[config.mk]
export PLATFORM = sky130hd
export DESIGN_NAME = arrival_steering_velocity_core_flat
export DESIGN_NICKNAME = d
export VERILOG_FILES = /design/src/hdl/asv_pkg.sv /design/src/hdl/asv_if.sv /design/src/hdl/asv_ctrl.sv /design/src/hdl/asv_dp.sv /design/src/hdl/arrival_steering_velocity_core.sv /design/src/flat_wrapper.sv
export SDC_FILE = /design/constraint.sdc
export NUM_CORES = 2
export LEC_CHECK = 0
export BUFFER_PORTS_ARGS = -buffer_cell sky130_fd_sc_hd__buf_2
export CORE_MARGIN = 1
export CORE_UTILIZATION = 30
export DETAILED_ROUTE_END_ITERATION = 10
export REMOVE_ABC_BUFFERS = 1
export SETUP_SLACK_MARGIN = 0.5
export SKIP_LAST_GASP = 1
export SLEW_MARGIN = 20
export SYNTH_ARGS = -nofsm -noshare
export SYNTH_HDL_FRONTEND = slang
export SYNTH_SLANG_ARGS = --single-unit
[constraint.sdc]
create_clock -name i_clk -period 13.03 [get_ports i_clk]
set_input_delay 2.606 -clock i_clk [delete_from_list [all_inputs] [get_ports i_clk]]
set_output_delay 2.606 -clock i_clk [all_outputs]
set_load 0.05 [all_outputs]
[src/hdl/asv_pkg.sv]
`timescale 1ns / 1ps
// ----------------------------------------------------------------------------
// asv_pkg
// Shared types and codes for the arrival steering velocity core.
// ----------------------------------------------------------------------------
package asv_pkg;

    // Configuration register indexes
    localparam int unsigned CFG_IDX_W = 3;
    localparam logic [CFG_IDX_W-1:0] CFG_TARGET_X   = 3'd0;
    localparam logic [CFG_IDX_W-1:0] CFG_TARGET_Y   = 3'd1;
    localparam logic [CFG_IDX_W-1:0] CFG_SLOW_RAD   = 3'd2;
    localparam logic [CFG_IDX_W-1:0] CFG_ARRIVE_RAD = 3'd3;
    localparam logic [CFG_IDX_W-1:0] CFG_FORCE      = 3'd4;

    // Operand selection of the shared multiplier, one product per step
    typedef enum logic [2:0] {
        MUL_DX   = 3'd0,
        MUL_DY   = 3'd1,
        MUL_LX   = 3'd2,
        MUL_LY   = 3'd3,
        MUL_RAD  = 3'd4,
        MUL_FX   = 3'd5,
        MUL_FY   = 3'd6,
        MUL_NONE = 3'd7
    } t_mul_sel;

    // Commands from controller to datapath
    typedef struct packed {
        logic     diff;
        logic     mul;
        t_mul_sel mul_sel;
        logic     sqrt_init;
        logic     sqrt_step;
        logic     div_prep;
        logic     div_step;
        logic     out_load;
    } t_cmd;

endpackage

[src/hdl/asv_if.sv]
`timescale 1ns / 1ps
// ----------------------------------------------------------------------------
// asv_pos_if / asv_vel_if
// Valid/ready channels for agent positions and velocity results.
// ----------------------------------------------------------------------------
interface asv_pos_if #(
    parameter int COORD_WIDTH = 24
);
    logic                          valid;
    logic                          ready;
    logic signed [COORD_WIDTH-1:0] pos_x;
    logic signed [COORD_WIDTH-1:0] pos_y;

    modport source (output valid, output pos_x, output pos_y, input ready);
    modport sink   (input valid, input pos_x, input pos_y, output ready);
endinterface

interface asv_vel_if #(
    parameter int COORD_WIDTH = 24
);
    logic                          valid;
    logic                          ready;
    logic signed [COORD_WIDTH-1:0] vel_x;
    logic signed [COORD_WIDTH-1:0] vel_y;
    logic                          entered_radius;

    modport source (output valid, output vel_x, output vel_y, output entered_radius,
                    input ready);
    modport sink   (input valid, input vel_x, input vel_y, input entered_radius,
                    output ready);
endinterface

[src/hdl/asv_ctrl.sv]
`timescale 1ns / 1ps
// ----------------------------------------------------------------------------
// asv_ctrl
// Sequencer: offsets, multiply steps, square root, divide, result hand-off.
// ----------------------------------------------------------------------------
module asv_ctrl #(
    parameter int COORD_WIDTH = 24
) (
    input  logic          i_clk,
    input  logic          i_rst_n,
    input  logic          i_in_valid,
    output logic          o_in_ready,
    input  logic          i_out_ready,
    output logic          o_out_valid,
    output asv_pkg::t_cmd o_cmd
);
    localparam int CNT_W = $clog2(COORD_WIDTH + 2);

    typedef enum logic [6:0] {
        ST_IDLE = 7'b0000001,
        ST_DIFF = 7'b0000010,
        ST_MUL  = 7'b0000100,
        ST_SQRT = 7'b0001000,
        ST_DIVP = 7'b0010000,
        ST_DIV  = 7'b0100000,
        ST_DONE = 7'b1000000
    } t_state;

    t_state           r_state, n_state;
    logic [CNT_W-1:0] r_cnt, n_cnt;
    logic             r_out_valid, n_out_valid;

    assign o_in_ready  = (r_state == ST_IDLE);
    assign o_out_valid = r_out_valid;

    // Next state, step counter and commands
    always_comb begin
        n_state     = r_state;
        n_cnt       = r_cnt;
        n_out_valid = r_out_valid && !i_out_ready;
        o_cmd       = '0;
        o_cmd.mul_sel = asv_pkg::MUL_NONE;
        unique case (r_state)
            ST_IDLE: begin
                if (i_in_valid) begin
                    n_state = ST_DIFF;
                end
            end
            ST_DIFF: begin
                o_cmd.diff = 1'b1;
                n_cnt      = '0;
                n_state    = ST_MUL;
            end
            ST_MUL: begin
                o_cmd.mul     = 1'b1;
                o_cmd.mul_sel = asv_pkg::t_mul_sel'(r_cnt[2:0]);
                n_cnt         = r_cnt + 1'b1;
                if (asv_pkg::t_mul_sel'(r_cnt[2:0]) == asv_pkg::MUL_FY) begin
                    o_cmd.sqrt_init = 1'b1;
                    n_cnt           = '0;
                    n_state         = ST_SQRT;
                end
            end
            ST_SQRT: begin
                o_cmd.sqrt_step = 1'b1;
                n_cnt           = r_cnt + 1'b1;
                if (r_cnt == CNT_W'(COORD_WIDTH)) begin
                    n_state = ST_DIVP;
                end
            end
            ST_DIVP: begin
                o_cmd.div_prep = 1'b1;
                n_cnt          = '0;
                n_state        = ST_DIV;
            end
            ST_DIV: begin
                o_cmd.div_step = 1'b1;
                n_cnt          = r_cnt + 1'b1;
                if (r_cnt == CNT_W'(COORD_WIDTH - 2)) begin
                    n_state = ST_DONE;
                end
            end
            ST_DONE: begin
                // hold until the output register is free
                if (!r_out_valid || i_out_ready) begin
                    o_cmd.out_load = 1'b1;
                    n_out_valid    = 1'b1;
                    n_state        = ST_IDLE;
                end
            end
            default: begin
                n_state = ST_IDLE;
            end
        endcase
    end

    always_ff @(posedge i_clk) begin
        if (!i_rst_n) begin
            r_state     <= ST_IDLE;
            r_cnt       <= '0;
            r_out_valid <= 1'b0;
        end else begin
            r_state     <= n_state;
            r_cnt       <= n_cnt;
            r_out_valid <= n_out_valid;
        end
    end
endmodule

[src/hdl/asv_dp.sv]
`timescale 1ns / 1ps
// ----------------------------------------------------------------------------
// asv_dp
// Datapath: config registers, shared multiplier, root and divide units.
// ----------------------------------------------------------------------------
module asv_dp #(
    parameter int COORD_WIDTH = 24,
    parameter logic [COORD_WIDTH-2:0] SLOW_RST   = '0,
    parameter logic [COORD_WIDTH-2:0] ARRIVE_RST = '0,
    parameter logic [COORD_WIDTH-2:0] FORCE_RST  = '0
) (
    input  logic                              i_clk,
    input  logic                              i_rst_n,
    input  logic                              i_cfg_we,
    input  logic [asv_pkg::CFG_IDX_W-1:0]     i_cfg_idx,
    input  logic [COORD_WIDTH-1:0]            i_cfg_data,
    input  logic                              i_in_xfer,
    input  logic signed [COORD_WIDTH-1:0]     i_pos_x,
    input  logic signed [COORD_WIDTH-1:0]     i_pos_y,
    input  asv_pkg::t_cmd                     i_cmd,
    output logic signed [COORD_WIDTH-1:0]     o_vel_x,
    output logic signed [COORD_WIDTH-1:0]     o_vel_y,
    output logic                              o_entered_radius
);
    localparam int W  = COORD_WIDTH;
    localparam int MW = W + 1;       // offset magnitude
    localparam int PW = 2 * W + 2;   // products and sums of squares
    localparam int RW = W + 4;       // root remainder
    localparam int QW = W - 1;       // unsaturated quotient

    // Configuration
    logic signed [W-1:0] r_tx, r_ty;
    logic [W-2:0]        r_slow, r_arrive, r_force;

    always_ff @(posedge i_clk) begin
        if (!i_rst_n) begin
            r_tx     <= '0;
            r_ty     <= '0;
            r_slow   <= SLOW_RST;
            r_arrive <= ARRIVE_RST;
            r_force  <= FORCE_RST;
        end else if (i_cfg_we) begin
            case (i_cfg_idx)
                asv_pkg::CFG_TARGET_X:   r_tx     <= i_cfg_data;
                asv_pkg::CFG_TARGET_Y:   r_ty     <= i_cfg_data;
                asv_pkg::CFG_SLOW_RAD:   r_slow   <= i_cfg_data[W-2:0];
                asv_pkg::CFG_ARRIVE_RAD: r_arrive <= i_cfg_data[W-2:0];
                asv_pkg::CFG_FORCE:      r_force  <= i_cfg_data[W-2:0];
                default: ;
            endcase
        end
    end

    // Position capture and previous position
    logic signed [W-1:0] r_px, r_py, r_prev_x, r_prev_y;

    always_ff @(posedge i_clk) begin
        if (i_in_xfer) begin
            r_px <= i_pos_x;
            r_py <= i_pos_y;
        end
    end

    always_ff @(posedge i_clk) begin
        if (!i_rst_n) begin
            r_prev_x <= '0;
            r_prev_y <= '0;
        end else if (i_cmd.diff) begin
            r_prev_x <= r_px;
            r_prev_y <= r_py;
        end
    end

    // Offsets to the target, split into sign and magnitude
    logic signed [MW-1:0] dx_s, dy_s, lx_s, ly_s;
    logic [MW-1:0]        r_mdx, r_mdy, r_mlx, r_mly;
    logic                 r_ndx, r_ndy;

    assign dx_s = $signed({r_tx[W-1], r_tx}) - $signed({r_px[W-1], r_px});
    assign dy_s = $signed({r_ty[W-1], r_ty}) - $signed({r_py[W-1], r_py});
    assign lx_s = $signed({r_tx[W-1], r_tx}) - $signed({r_prev_x[W-1], r_prev_x});
    assign ly_s = $signed({r_ty[W-1], r_ty}) - $signed({r_prev_y[W-1], r_prev_y});

    always_ff @(posedge i_clk) begin
        if (i_cmd.diff) begin
            r_mdx <= dx_s[MW-1] ? MW'(-dx_s) : MW'(dx_s);
            r_mdy <= dy_s[MW-1] ? MW'(-dy_s) : MW'(dy_s);
            r_mlx <= lx_s[MW-1] ? MW'(-lx_s) : MW'(lx_s);
            r_mly <= ly_s[MW-1] ? MW'(-ly_s) : MW'(ly_s);
            r_ndx <= dx_s[MW-1];
            r_ndy <= dy_s[MW-1];
        end
    end

    // Shared multiplier, one product per step, accumulated a step later
    logic [MW-1:0]     mul_a, mul_b;
    logic [PW-1:0]     r_prod;
    asv_pkg::t_mul_sel r_prod_sel;
    logic              r_prod_vld;
    logic [PW-1:0]     r_cur, r_last, r_rad2, r_nx, r_ny;

    always_comb begin
        unique case (i_cmd.mul_sel)
            asv_pkg::MUL_DX:  begin mul_a = r_mdx;             mul_b = r_mdx; end
            asv_pkg::MUL_DY:  begin mul_a = r_mdy;             mul_b = r_mdy; end
            asv_pkg::MUL_LX:  begin mul_a = r_mlx;             mul_b = r_mlx; end
            asv_pkg::MUL_LY:  begin mul_a = r_mly;             mul_b = r_mly; end
            asv_pkg::MUL_RAD: begin mul_a = MW'(r_arrive);     mul_b = MW'(r_arrive); end
            asv_pkg::MUL_FX:  begin mul_a = r_mdx;             mul_b = MW'(r_force); end
            asv_pkg::MUL_FY:  begin mul_a = r_mdy;             mul_b = MW'(r_force); end
            default:          begin mul_a = '0;                mul_b = '0; end
        endcase
    end

    always_ff @(posedge i_clk) begin
        if (!i_rst_n) begin
            r_prod_vld <= 1'b0;
        end else begin
            r_prod_vld <= i_cmd.mul;
        end
    end

    always_ff @(posedge i_clk) begin
        if (i_cmd.mul) begin
            r_prod     <= mul_a * mul_b;
            r_prod_sel <= i_cmd.mul_sel;
        end
    end

    // Route each product to its sum or result register
    always_ff @(posedge i_clk) begin
        if (r_prod_vld) begin
            unique case (r_prod_sel)
                asv_pkg::MUL_DX:  r_cur  <= r_prod;
                asv_pkg::MUL_DY:  r_cur  <= r_cur + r_prod;
                asv_pkg::MUL_LX:  r_last <= r_prod;
                asv_pkg::MUL_LY:  r_last <= r_last + r_prod;
                asv_pkg::MUL_RAD: r_rad2 <= r_prod;
                asv_pkg::MUL_FX:  r_nx   <= r_prod;
                asv_pkg::MUL_FY:  r_ny   <= r_prod;
                default: ;
            endcase
        end
    end

    // Integer square root, one result bit per step
    logic [PW-1:0] r_src;
    logic [RW-1:0] r_rem;
    logic [MW-1:0] r_root;
    logic [RW-1:0] rem_sh, trial;

    assign rem_sh = {r_rem[RW-3:0], r_src[PW-1:PW-2]};
    assign trial  = RW'({r_root, 2'b01});

    always_ff @(posedge i_clk) begin
        if (i_cmd.sqrt_init) begin
            r_src  <= r_cur;
            r_rem  <= '0;
            r_root <= '0;
        end else if (i_cmd.sqrt_step) begin
            r_src <= r_src << 2;
            if (rem_sh >= trial) begin
                r_rem  <= rem_sh - trial;
                r_root <= {r_root[MW-2:0], 1'b1};
            end else begin
                r_rem  <= rem_sh;
                r_root <= {r_root[MW-2:0], 1'b0};
            end
        end
    end

    // Divisor, saturation checks and arrival flag
    logic [MW-1:0] divisor;
    logic [PW-1:0] sat_lim;
    logic          r_zero, r_satx, r_saty, r_arr;

    assign divisor = (r_root > MW'(r_slow)) ? r_root : MW'(r_slow);
    assign sat_lim = PW'(divisor) << (W - 1);

    // Restoring divide, both components side by side
    logic [PW-1:0] r_remx, r_remy, r_dsh;
    logic [QW-1:0] r_qx, r_qy;

    always_ff @(posedge i_clk) begin
        if (i_cmd.div_prep) begin
            r_zero <= (divisor == '0);
            r_satx <= (r_nx >= sat_lim);
            r_saty <= (r_ny >= sat_lim);
            r_arr  <= (r_last > r_rad2) && (r_cur <= r_rad2);
            r_remx <= r_nx;
            r_remy <= r_ny;
            r_dsh  <= PW'(divisor) << (W - 2);
            r_qx   <= '0;
            r_qy   <= '0;
        end else if (i_cmd.div_step) begin
            r_dsh <= r_dsh >> 1;
            if (r_remx >= r_dsh) begin
                r_remx <= r_remx - r_dsh;
                r_qx   <= {r_qx[QW-2:0], 1'b1};
            end else begin
                r_qx   <= {r_qx[QW-2:0], 1'b0};
            end
            if (r_remy >= r_dsh) begin
                r_remy <= r_remy - r_dsh;
                r_qy   <= {r_qy[QW-2:0], 1'b1};
            end else begin
                r_qy   <= {r_qy[QW-2:0], 1'b0};
            end
        end
    end

    // Apply sign, saturation and zero divisor
    function automatic logic [W-1:0] f_vel(input logic zero, input logic sat,
                                           input logic neg, input logic [QW-1:0] q);
        logic [W-1:0] q_ext;
        q_ext = {1'b0, q};
        if (zero) begin
            f_vel = '0;
        end else if (sat) begin
            f_vel = neg ? {1'b1, {(W-1){1'b0}}} : {1'b0, {(W-1){1'b1}}};
        end else begin
            f_vel = neg ? (~q_ext + 1'b1) : q_ext;
        end
    endfunction

    always_ff @(posedge i_clk) begin
        if (i_cmd.out_load) begin
            o_vel_x          <= f_vel(r_zero, r_satx, r_ndx, r_qx);
            o_vel_y          <= f_vel(r_zero, r_saty, r_ndy, r_qy);
            o_entered_radius <= r_arr;
        end
    end
endmodule

[src/hdl/arrival_steering_velocity_core.sv]
`timescale 1ns / 1ps
// ----------------------------------------------------------------------------
// arrival_steering_velocity_core
// Arrival steering: velocity toward a target, slowing inside a radius.
// ----------------------------------------------------------------------------
// Usage:
//   i_pos carries one agent position (pos_x, pos_y) per transfer; o_vel
//   returns one result (vel_x, vel_y, entered_radius) for each position.
//   Registers are written through i_cfg_we / i_cfg_idx / i_cfg_data; the
//   user must write them only while the core is idle; the core itself does
//   not enforce this. Indexes past the force strength are ignored. Steps,
//   in order: an offset step, seven steps of the shared multiplier,
//   COORD_WIDTH+1 steps of the bit-serial square root, a divisor step,
//   COORD_WIDTH-1 steps of the dual restoring divider and a load step.
//   One position is processed at a time; i_pos.ready rises as soon as the
//   result sits in the output register, so the next position is taken while
//   the previous result waits. A stalled receiver holds the result; a
//   finished item then waits until the output register frees.
//   Reset (synchronous, active low) restores the register defaults, clears
//   the stored previous position and empties the output register.
// ----------------------------------------------------------------------------
module arrival_steering_velocity_core #(
    parameter int COORD_WIDTH = 24,
    parameter int FRAC_BITS   = 8
) (
    input  logic                              i_clk,
    input  logic                              i_rst_n,
    asv_pos_if.sink                           i_pos,
    asv_vel_if.source                         o_vel,
    input  logic                              i_cfg_we,
    input  logic [asv_pkg::CFG_IDX_W-1:0]     i_cfg_idx,
    input  logic [COORD_WIDTH-1:0]            i_cfg_data
);
    localparam logic [COORD_WIDTH-2:0] SLOW_RST   = (COORD_WIDTH-1)'(100 << FRAC_BITS);
    localparam logic [COORD_WIDTH-2:0] ARRIVE_RST = (COORD_WIDTH-1)'(10 << FRAC_BITS);
    localparam logic [COORD_WIDTH-2:0] FORCE_RST  = (COORD_WIDTH-1)'(100 << FRAC_BITS);

    asv_pkg::t_cmd cmd;
    logic          in_xfer;

    assign in_xfer = i_pos.valid && i_pos.ready;

    asv_ctrl #(
        .COORD_WIDTH (COORD_WIDTH)
    ) u_ctrl (
        .i_clk       (i_clk),
        .i_rst_n     (i_rst_n),
        .i_in_valid  (i_pos.valid),
        .o_in_ready  (i_pos.ready),
        .i_out_ready (o_vel.ready),
        .o_out_valid (o_vel.valid),
        .o_cmd       (cmd)
    );

    asv_dp #(
        .COORD_WIDTH (COORD_WIDTH),
        .SLOW_RST    (SLOW_RST),
        .ARRIVE_RST  (ARRIVE_RST),
        .FORCE_RST   (FORCE_RST)
    ) u_dp (
        .i_clk            (i_clk),
        .i_rst_n          (i_rst_n),
        .i_cfg_we         (i_cfg_we),
        .i_cfg_idx        (i_cfg_idx),
        .i_cfg_data       (i_cfg_data),
        .i_in_xfer        (in_xfer),
        .i_pos_x          (i_pos.pos_x),
        .i_pos_y          (i_pos.pos_y),
        .i_cmd            (cmd),
        .o_vel_x          (o_vel.vel_x),
        .o_vel_y          (o_vel.vel_y),
        .o_entered_radius (o_vel.entered_radius)
    );

    // Input transfer starts the offset step next cycle
    a_xfer_starts: assert property (@(posedge i_clk) disable iff (!i_rst_n)
        in_xfer |=> cmd.diff)
        else $error("input transfer did not start processing");

    // Loading a result raises output valid
    a_load_valid: assert property (@(posedge i_clk) disable iff (!i_rst_n)
        cmd.out_load |=> o_vel.valid)
        else $error("result load without output valid");

    // Never overwrite a result the receiver has not taken
    a_no_overwrite: assert property (@(posedge i_clk) disable iff (!i_rst_n)
        cmd.out_load |-> !(o_vel.valid && !o_vel.ready))
        else $error("pending result overwritten");

    // No new position while an item is in flight
    a_one_item: assert property (@(posedge i_clk) disable iff (!i_rst_n)
        (cmd.mul || cmd.sqrt_step || cmd.div_step) |-> !i_pos.ready)
        else $error("input ready while busy");
endmodule
[src/flat_wrapper.sv]
// flat-port wrapper written by rule: the top's interface ports become plain ports
module arrival_steering_velocity_core_flat 
#(
    parameter int COORD_WIDTH = 24,
    parameter int FRAC_BITS   = 8
)
  (i_clk, i_rst_n, i_cfg_we, i_cfg_idx, i_cfg_data, i_pos_valid, i_pos_pos_x, i_pos_pos_y, i_pos_ready, o_vel_valid, o_vel_vel_x, o_vel_vel_y, o_vel_entered_radius, o_vel_ready);
  asv_pos_if #(.COORD_WIDTH(COORD_WIDTH)) i_pos_i ();
  asv_vel_if #(.COORD_WIDTH(COORD_WIDTH)) o_vel_i ();
  input  logic i_clk;
  input  logic i_rst_n;
  input  logic i_cfg_we;
  input  logic [asv_pkg::CFG_IDX_W-1:0] i_cfg_idx;
  input  logic [COORD_WIDTH-1:0] i_cfg_data;
  input wire logic [$bits(i_pos_i.valid)-1:0] i_pos_valid;
  input wire logic [$bits(i_pos_i.pos_x)-1:0] i_pos_pos_x;
  input wire logic [$bits(i_pos_i.pos_y)-1:0] i_pos_pos_y;
  output wire logic [$bits(i_pos_i.ready)-1:0] i_pos_ready;
  output wire logic [$bits(o_vel_i.valid)-1:0] o_vel_valid;
  output wire logic [$bits(o_vel_i.vel_x)-1:0] o_vel_vel_x;
  output wire logic [$bits(o_vel_i.vel_y)-1:0] o_vel_vel_y;
  output wire logic [$bits(o_vel_i.entered_radius)-1:0] o_vel_entered_radius;
  input wire logic [$bits(o_vel_i.ready)-1:0] o_vel_ready;
  assign i_pos_i.valid = i_pos_valid;
  assign i_pos_i.pos_x = i_pos_pos_x;
  assign i_pos_i.pos_y = i_pos_pos_y;
  assign i_pos_ready = i_pos_i.ready;
  assign o_vel_valid = o_vel_i.valid;
  assign o_vel_vel_x = o_vel_i.vel_x;
  assign o_vel_vel_y = o_vel_i.vel_y;
  assign o_vel_entered_radius = o_vel_i.entered_radius;
  assign o_vel_i.ready = o_vel_ready;
  arrival_steering_velocity_core #(.COORD_WIDTH(COORD_WIDTH), .FRAC_BITS(FRAC_BITS)) u_core (.i_clk(i_clk), .i_rst_n(i_rst_n), .i_pos(i_pos_i), .o_vel(o_vel_i), .i_cfg_we(i_cfg_we), .i_cfg_idx(i_cfg_idx), .i_cfg_data(i_cfg_data));
endmodule
==> key figures <==
Placed design
  • HPWL Detailed: 192000 um
  • Last weighted congestion value of the routability-driven placer: 0.940
  • Count of buffers from port buffering: 130

Global route
  • Antenna violations before repair: 12
  • Largest net degree at the start of global routing: 161
  • Vias in the first global route: 63800
  • Overflow after GRT: 0
  • Combined global-route utilization of all metal layers: 18.2%
  • Wire length of the first global-routing pass: 381000 um

Power and ir drop
  • Leakage power summed over all cells: 0.0370 uW
  • Maximum vdd drop: 117 uV
  • Total power consumption of the routed design: 8250 uW
  • Combinational group share of total power: 17.8%
  • Internal Dissipation: 5830 uW
  • Share of total power consumed by net switching: 29.3%
  • Clock share of power: 39.1%
  • Power dissipated by switching net loads: 2420 uW
  • Share of power burned in registers: 43.1%
  • Power Density: 93.1 nW/um2

Timing
  • Setup repair after global routing missed its margin: no
  • Post-layout minimum cycle time: 10.82 ns
  • Number of failing setup endpoints in the final timing report: 0
  • Post-route setup TNS: 0 ns
  • Final worst path period share: 83.1%
  • Actual slew at the worst max-slew pin: 1.27 ns
  • Worst rel slew slack: 15.4%
  • Setup Skew: 0.0564 ns
  • Final Hold Fails: 0
  • Achievable clock frequency: 92.4 MHz
  • Final-report max-slew violation count: 0
  • Post-route worst hold slack: 0.435 ns

Clocking
  • CTS tree: built
  • Clock buffer count from CTS: 107
  • Number of setup buffers added after CTS: 0
  • Clock Path Buffers: 3
  • Clock net sink count: 979
  • Number of cells upsized or downsized after cts: 0
  • Count of hold-fix buffers inserted at cts: 0
  • Clock latency at the later pin of the worst-skew pair: 0.80 ns
  • Root Driver: clkbuf_16
  • Total number of H-tree levels: 3
  • Clock-pin transition on the worst setup and hold timing paths: 0.07 ns

Yosys
  • Seq cells post-synth: 979
  • Library cell with the largest summed area after synthesis: edfxtp_1
  • Synthesized area per cell: 9.15 um2
  • Number of synthesized flops with an enable pin: 681
  • Sequential fraction of the synthesis area: 32.9%
  • Yosys warning count: 0
  • Post-synth ARST share: 0%
  • Syn Std Cell Area: 80200 um2
  • Prevailing post-synth register cell: edfxtp_1
  • Unique cell type count in the Yosys netlist: 92
  • Synthesized instance count: 8764
  • Largest cells by area after synthesis: edfxtp_1, fa_1, ha_1
  • Share of the synthesized area in the top cell type: 25.5%

Floorplan
  • Starting density of the core: 30.2%
  • DIE HEIGHT: 519 um
  • Count of standard-cell rows: 189
  • Horiz. Die Dim: 519 um
  • Die area: 269000 um2
  • Boundary Pins: 131
  • Core Footprint: 266000 um2

Cells and area
  • Area occupied by multi-input gates: 48800 um2
  • Share of layout cells above drive strength 1: 6.40%
  • Layout area overhead: 10.5%
  • Fill cell total of the finished layout: 27200
  • Layout Nets: 10000
  • Register cell area after layout: 26400 um2
  • Commonest cells after routing, fill and taps aside: nand2_1, inv_1, ha_1
  • Commonest non-fill, non-tap cell in the layout: nand2_1

Run status
  • Result of the run: finished, violations left
  • Violated checks: design-rule violations

Critical path
  • Critical path endpoint category: register
  • Critical Setup Path Class: reg -> reg
  • Maximum fanout encountered on the critical timing path: 60
  • Worst path max stage delay: 0.80 ns
  • Crit path DAT: 11.33 ns
  • Slowest cell on the critical path: a211o_1
  • Crit path required time: 13.54 ns
  • Startpoint type of the worst setup path: register
  • Crit-path most repeated cell: fa_1
  • Minimum setup slack among reg-to-reg paths: 2.21 ns

Drt
  • Number of design-rule violations left by the first detailed-router iteration: 5782
  • Wire length per cell after detailed routing: 20.2 um
  • Total wire length after detailed routing: 250000 um
  • DR vias: 64300
  • Vias/cell: 5.20
  • First drt pass iteration count: 11
  • Number of design rule violations left after detail routing: 26
  • Number of routed nets with antenna violations: 0

Worst hold path
  • Type of the tightest min-delay check: reg -> reg

Job
  • Number of maximum-capacitance constraint violations: 0
==> final cells by class <==
cell class | count | area share (%)
antenna | 3 | 0.00847
clock buffer | 145 | 3.37
clock inverter | 58 | 0.803
inverter | 1003 | 4.26
multi-input combinational | 6419 | 55.1
sequential | 979 | 29.8
tap | 3533 | 4.99
timing repair buffer | 241 | 1.70
==> power by group through the flow <==
stage | sequential [uW] | clock (uW) | combinational [uW]
after global placement | 3620 | 0 | 1430
after global routing | 3560 | 3410 | 1610
after floorplan | 3580 | 0 | 1020
final | 3550 | 3220 | 1470
after CTS | 3550 | 3290 | 1460
after detailed placement | 3620 | 0 | 1450
==> metrics by stage <==
stage	instance area (um2)	util (%)	std cells	setup slack, ns
finish	88600	33.4	12400	2.21
global route	88600	33.4	12400	1.59
CTS	88600	33.4	12400	2.31
detailed placement	84900	32.0	12200	2.32
global placement	84900	32.0	12200	2.52
floorplan	78800	-	8401	2.50
==> state kept, by name, summed over array words and instances, names as in the netlist, 47 cells and up <==
register and count:
u_core.u_dp.r_cur 50, u_core.u_dp.r_last 50, u_core.u_dp.r_dsh 47, u_core.u_dp.r_rad2 50, u_core.u_dp.r_prod 50, u_core.u_dp.r_nx 50
u_core.u_dp.r_remx 50, u_core.u_dp.r_remy 50, u_core.u_dp.r_ny 50, u_core.u_dp.r_src 50
==> critical path: cells and delay by family (launching register included) <==
kind,cells,cell delay [ns]
and+or+nand+nor,8,1.69
buffers and inverters,8,1.37
adders and majority gates,8,3.95
xor gates and xnor gates,1,0.12
AOI/OAI and AO/OA,8,3.06
DFF,1,0.37
==> kinds of logic (layout without fill, tap and decap cells) <==
group	count (synthesis)	after routing	synth area share [%]
adder cells (fa/ha/maj)	1216	1216	24.0
AND/OR/NAND/NOR	2696	2696	14.9
multiplexers	67	67	0.922
other	0	3	0
buffers and inverters	1366	1447	6.44
XOR/XNOR	432	432	4.72
flip-flops	979	979	32.9
AO/OA/AOI/OAI	2008	2008	16.1
==> cell usage after synthesis (72+ instances only) <==
cell and instances:
nor3_1 73, a21o_1 243, o21ai_0 436, nor2_1 606, ha_1 682, nand4_1 96
nand2b_1 72, xnor2_1 242, xor2_1 190, fa_1 534, edfxtp_1 681, a21boi_0 171
nand2_1 1327, inv_1 1002, clkbuf_1 325, nand3_1 143, a21oi_1 569, dfxtp_1 298
==> path summary, 6_finish.rpt <==
path | from | end | cells after the start
setup / recovery | u_core.u_ctrl.r_state[3]$_SDFFE_PN0P_ | u_core.u_dp.r_prod[48]$_DFFE_PN_ | 33
hold / removal | u_core.u_dp.r_dsh[14]$_SDFFE_PP0N_ | u_core.u_dp.r_dsh[13]$_SDFFE_PP0N_ | 2
setup reg to reg | u_core.u_ctrl.r_state[3]$_SDFFE_PN0P_ | u_core.u_dp.r_prod[48]$_DFFE_PN_ | 33
hold reg to reg | u_core.u_dp.r_dsh[14]$_SDFFE_PP0N_ | u_core.u_dp.r_dsh[13]$_SDFFE_PP0N_ | 2
==> routing by layer <==
layer / routed length [um] / track usage (%)
met3: 17500 / 2.59
met1: 110000 / 24.6
met4: 9580 / 6.63
met2: 112000 / 29.4
met5: 65 / 0
Note: power is estimated with default switching activity, not from simulation.
